$ cat config.mk
export PLATFORM = sky130hd
export DESIGN_NAME = amd_front
export DESIGN_NICKNAME = d
export VERILOG_FILES = /design/src/rtl/amd_pkg.sv /design/src/rtl/amd_front.sv
export SDC_FILE = /design/constraint.sdc
export NUM_CORES = 1
export LEC_CHECK = 0
export ABC_AREA = 1
export BUFFER_PORTS_ARGS = -buffer_cell sky130_fd_sc_hd__buf_4
export CORE_UTILIZATION = 29
export CTS_CLUSTER_DIAMETER = 30
export DETAILED_ROUTE_END_ITERATION = 6
export PLACE_DENSITY = 0.45
export SLEW_MARGIN = 5
export SYNTH_ARGS = -nofsm -noshare
export SYNTH_HDL_FRONTEND = slang
export SYNTH_SLANG_ARGS = --single-unit
$ cat constraint.sdc
create_clock -name clk -period 49.7 [get_ports clk]
set_input_delay 2.485 -clock clk [delete_from_list [all_inputs] [get_ports clk]]
set_output_delay 2.485 -clock clk [all_outputs]
set_load 0.1 [all_outputs]
$ cat src/rtl/amd_pkg.sv
`timescale 1ns / 1ps
package amd_pkg;

  // one input word: upper three rows of the matrix, Q16.16
  typedef struct packed {
    logic signed [31:0] m00;
    logic signed [31:0] m01;
    logic signed [31:0] m02;
    logic signed [31:0] m03;
    logic signed [31:0] m10;
    logic signed [31:0] m11;
    logic signed [31:0] m12;
    logic signed [31:0] m13;
    logic signed [31:0] m20;
    logic signed [31:0] m21;
    logic signed [31:0] m22;
    logic signed [31:0] m23;
  } in_t;

  // one result word
  typedef struct packed {
    logic signed [31:0] pos_x;
    logic signed [31:0] pos_y;
    logic signed [31:0] pos_z;
    logic signed [31:0] scale_x;
    logic        [30:0] scale_y;
    logic        [30:0] scale_z;
    logic signed [31:0] rot_x;
    logic signed [31:0] rot_y;
    logic signed [31:0] rot_z;
    logic signed [31:0] rot_w;
  } out_t;

  // queued job: matrix plus all-zero column flags
  typedef struct packed {
    in_t        mat;
    logic [2:0] col_zero;
  } job_t;

  // queue head as seen by the back end
  typedef struct packed {
    logic valid;
    job_t job;
  } qhead_t;

endpackage

$ cat src/rtl/amd_front.sv
`timescale 1ns / 1ps
module amd_front (
  input  logic            clk,
  input  logic            rst,
  input  logic            start,
  output logic            busy,
  input  amd_pkg::in_t    matrix,
  input  logic            pop,
  output amd_pkg::qhead_t head
);

  amd_pkg::job_t slots [2];
  logic [1:0] count;
  logic       wp;
  logic       rp;
  logic       push;
  logic [2:0] zflags;

  assign busy = count[1];
  assign push = start && !busy;

  // classify columns that are all zero
  assign zflags[0] = (matrix.m00 == '0) && (matrix.m10 == '0) && (matrix.m20 == '0);
  assign zflags[1] = (matrix.m01 == '0) && (matrix.m11 == '0) && (matrix.m21 == '0);
  assign zflags[2] = (matrix.m02 == '0) && (matrix.m12 == '0) && (matrix.m22 == '0);

  assign head.valid = (count != 2'd0);
  assign head.job   = slots[rp];

  // two-entry queue pointers and fill count
  always_ff @(posedge clk) begin
    if (rst) begin
      count <= 2'd0;
      wp    <= 1'b0;
      rp    <= 1'b0;
    end else begin
      if (push) begin
        wp <= ~wp;
      end
      if (pop) begin
        rp <= ~rp;
      end
      case ({push, pop})
        2'b10:   count <= count + 2'd1;
        2'b01:   count <= count - 2'd1;
        default: count <= count;
      endcase
    end
  end

  // queue storage
  always_ff @(posedge clk) begin
    if (push) begin
      slots[wp] <= '{mat: matrix, col_zero: zflags};
    end
  end

endmodule

# Word-level counts from Yosys, hierarchy flattened
# Memories as Yosys holds them, arrays and structs flattened. A register that Yosys moved wholly into a read port is not among the register bits.
# Index checks and enable logic that the tools add are counted.
[word_totals]
register_bits = 4
ram_bits = 774
mem_count = 1
[op_classes]
addsub = 2
n_eq_ne = 2
mux = 5
bitwise_logic = 2
reduce_logical = 19
[memory_table]
columns = ["name", "words", "word_bits", "read_ports", "rd_ports_with_merged_regs", "write_ports", "line_no", "text"]
rows = [
  ["slots", 2, 387, 1, 1, 1, "amd_front.sv:12", "amd_pkg::job_t slots [2];"],
]
[ops]
columns = ["op", "n"]
rows = [
  ["$logic_not 32->1", 9],
  ["$logic_and 1x1->1", 7],
  ["$mux 1", 4],
  ["$pmux 2 s2", 1],
  ["$reduce_bool 2->1", 2],
  ["$add 2x1->2 const B", 1],
  ["$eq 2x1->1 const B", 1],
  ["$eq 2x2->1 const B", 1],
  ["$not 1->1", 2],
  ["$sub 2x1->2 const B", 1],
  ["$logic_not 1->1", 1],
]

# Logic depth before layout (Yosys ltp)
[logic_depth]
word_depth = 4
ltp_mapped = 8
mapped_depth_nobuf = 8

# Worst setup path before layout
# Ideal clock, no wire load.
[synth_timing]
path_kind = "input port to flip-flop"
startpoint = "in start"
endpoint = "mem slots[1][0] (netlist bit) (enable)"
setup_time_ns = 1.146
t_arrival_ns = 18.616
t_required_ns = 48.554
setup_slack_ns = 29.938
stages = 2
n_path_buf = 0
cell_sequence = "nand2_1 -> nor2_1"
[synth_via]
elab_chain_cells = 3
[synth_rtl]
columns = ["element", "line_no", "text"]
rows = [
  ["from (decl)", "amd_front.sv:5", "input logic start,"],
  ["$logic_and 1x1->1", "amd_front.sv:20", "assign push = start && !busy;"],
  ["$mux 1", "amd_front.sv:53", "if (push) begin"],
  ["$mux 1 (implied by the code)", "amd_front.sv:54", "slots[wp] <= '{mat: matrix, col_zero: zflags};"],
  ["to (decl)", "amd_front.sv:12", ""],
]
# Every way passes these cells.

==> flow_summary.json <==
{
  "status": "finished clean",
  "drive_gt1_share_pct": 57.2,
  "clock_latency_ps": 750,
  "cts_tree": "built",
  "seqPwrFrac_pct": 32.2,
  "drtAntennaViolNets": 0,
  "place.gp.congestion": 0.825,
  "grt_util_all_layers_pct": 16.1,
  "die_x_um": 320,
  "drc": 0,
  "grt_first_pass_wirelength_um": 119000,
  "postSynthCellCount": 1492,
  "die_h_um": 320,
  "synth_nets": 1881,
  "power_density_mw_per_mm2": 58.1,
  "synth-edff-count": 774,
  "crit_fanout": 76,
  "cts-htree-levels": 4,
  "dieArea_mm2": 0.102,
  "setup_violations": 0,
  "ios": 777,
  "power.leakage_nw": 16.0,
  "p_sw_share_pct": 31.4,
  "path_class": "register to output port",
  "ir_worst_vdd_v": 0.0000385,
  "clock_path_buffers": 3,
  "fmax_ghz": 0.137,
  "worst_ep_required_time_ps": 47220,
  "num_rows": 116,
  "p_int_mw": 1.70,
  "routed_wl_um": 84200,
  "grt_pass1_vias": 18400,
  "numPortBuffers": 776,
  "finalCritPeriodShare_pct": 14.7,
  "ctsRootBufferMaster": "clkbuf_16",
  "mappedNetlistArea_mm2": 0.0293,
  "avgSynthCellArea_um2": 19.6,
  "cts-resized-gates": 0,
  "yosys_register_bits": 779,
  "yosysMostFrequentCell": "edfxtp_1",
  "startpoint_type": "register",
  "coreArea_mm2": 0.100,
  "rsz0062_at_grt": "false",
  "power_frac_comb_pct": 20.2,
  "ys_warn_count": 0,
  "p_clk_share_pct": 47.6,
  "via_per_inst": 4.32,
  "cts-buffers-inserted": 187,
  "finish.utilization_pct": 42.7,
  "netlist.area_leader.share_pct": 79.4,
  "async_flop_share_pct": 0,
  "cts.clk_slew.worst_paths_ps": 40,
  "cp-end-kind": "output port",
  "drv_slew": 0,
  "avgRoutedWirePerCell_um": 21.6,
  "ctsHoldBuffers": 0,
  "layout.cells.non_filler": 3895,
  "synth_ff_type": "edfxtp_1",
  "grt_max_degree": 154,
  "finalHoldViolations": 0,
  "syn_to_final_growth_pct": 45.9,
  "antenna_found_initial": 13,
  "max_cap_viol_count": 0,
  "synth_seq_area_share_pct": 79.8,
  "cts_sinks": 779,
  "dp.cells": 3537,
  "relSlewSlack_pct": 24.5,
  "p_total_mw": 2.48,
  "hpwl_um": 58800,
  "yosys.area.top_type": "edfxtp_1",
  "synth_cell_types": 14,
  "tightest_slew_ps": 1130,
  "drt_iter0_markers": 772,
  "setup_tns_ps": 0,
  "power.switching_mw": 0.779,
  "synth.area.top_cells": "edfxtp_1 (79%), mux2_2 (15%), nor2_1 (2.4%)",
  "ys_top_cells_by_count": "edfxtp_1 (774), mux2_2 (387), nor2_1 (190)",
  "worstPathArrival_ps": 4800,
  "vias": 16800,
  "min-delay-path-class": "register to register",
  "overflow": 0,
  "final_nets": 2817,
  "finClkSkew_ps": 48.6,
  "post-cts-setup-buffers": 0,
  "period_needed_ps": 7290,
  "initial_utilization_pct": 29.3,
  "firstDrtPassIters": 5
}
-- flip-flops by register name, summed over array words and instances (netlist names), named ones only --
register / cells
count: 2
rp: 1
slots: 774
wp: 1
-- cell usage in the layout, fill, tap and decap left out --
cell type / n
clkbuf_1: 12
nor3_1: 2
mux2_2: 387
xnor2_1: 1
o21bai_1: 1
clkinv_2: 50
nand4_1: 12
buf_4: 787
clkinv_16: 2
bufinv_16: 22
ha_1: 1
edfxtp_1: 774
clkinv_8: 3
nand2_1: 70
a21oi_1: 3
buf_12: 3
clkinv_4: 12
clkinv_1: 37
dfxtp_1: 4
inv_16: 2
clkinvlp_4: 13
nor2_4: 2
dfxtp_4: 1
nor2_1: 188
diode_2: 9
inv_6: 6
clkbuf_16: 190
inv_1: 3
-- layout make-up --
class,instances,area (um2)
clock inverter,147,1450
fill,9130,57300
antenna,9,22.5
clock buffer,202,4800
tap,1298,1620
timing repair buffer,790,5970
multi-input combinational,667,5480
inverter,3,11.3
sequential,779,23300
-- cell families after synthesis --
logic type	count (synthesis)	synth area share, %
AO/OA/AOI/OAI	4	0.0769
XOR/XNOR	1	0.0299
adder cells (fa/ha/maj)	1	0.0427
buffers and inverters	46	1.59
flip-flops	779	79.8
multiplexers	387	14.9
AND/OR/NAND/NOR	274	3.62
-- layer usage --
metal  GRT usage [%]  vias to the layer above  part of all wire [%]
li1                -                     7737                     -
met1            16.0                     8312                    35
met2            28.9                      646                    54
met3            6.92                      144                   8.7
met4            6.88                        4                   2.6
met5               0                        -                 0.032
-- critical path, stage by stage, from the launching register on --
cell	delay [ps]
dfxtp_4	780
buf_4	820
buf_4	980
buf_4	660
mux2_2	410
buf_4	230
-- stage by stage --
stage	cell area (um2)	setup slack (ps)	hold WS (ps)
6_report	42700	42410	512
3_5_place_dp	36400	43040	510
2_1_floorplan	29300	29940	480
4_1_cts	42700	42230	521
5_1_grt	42700	42070	548
3_3_place_gp	36400	43120	493
-- worst paths after layout --
path                            slack, ps                       to                   from  cells past startpoint
worst max-delay path                42410                 head[58]               register                      5
worst min-delay path                  510                 register        rp$_SDFFE_PP0P_                      2
worst max register to register      46090  slots[0][123]$_DFFE_PP_  count[1]$_SDFFE_PP0P_                      6
worst min register to register        510                 register        rp$_SDFFE_PP0P_                      2
-- power by group through the flow --
stage / Combinational [mW] / Clock, mW / Sequential, mW
after floorplan: 0.387 / 0 / 0.839
after global placement: 0.505 / 0 / 0.809
after detailed placement: 0.507 / 0 / 0.811
after CTS: 0.508 / 1.20 / 0.800
after global routing: 0.518 / 1.24 / 0.803
final: 0.503 / 1.18 / 0.800
Note: power is estimated with default switching activity, not from simulation.
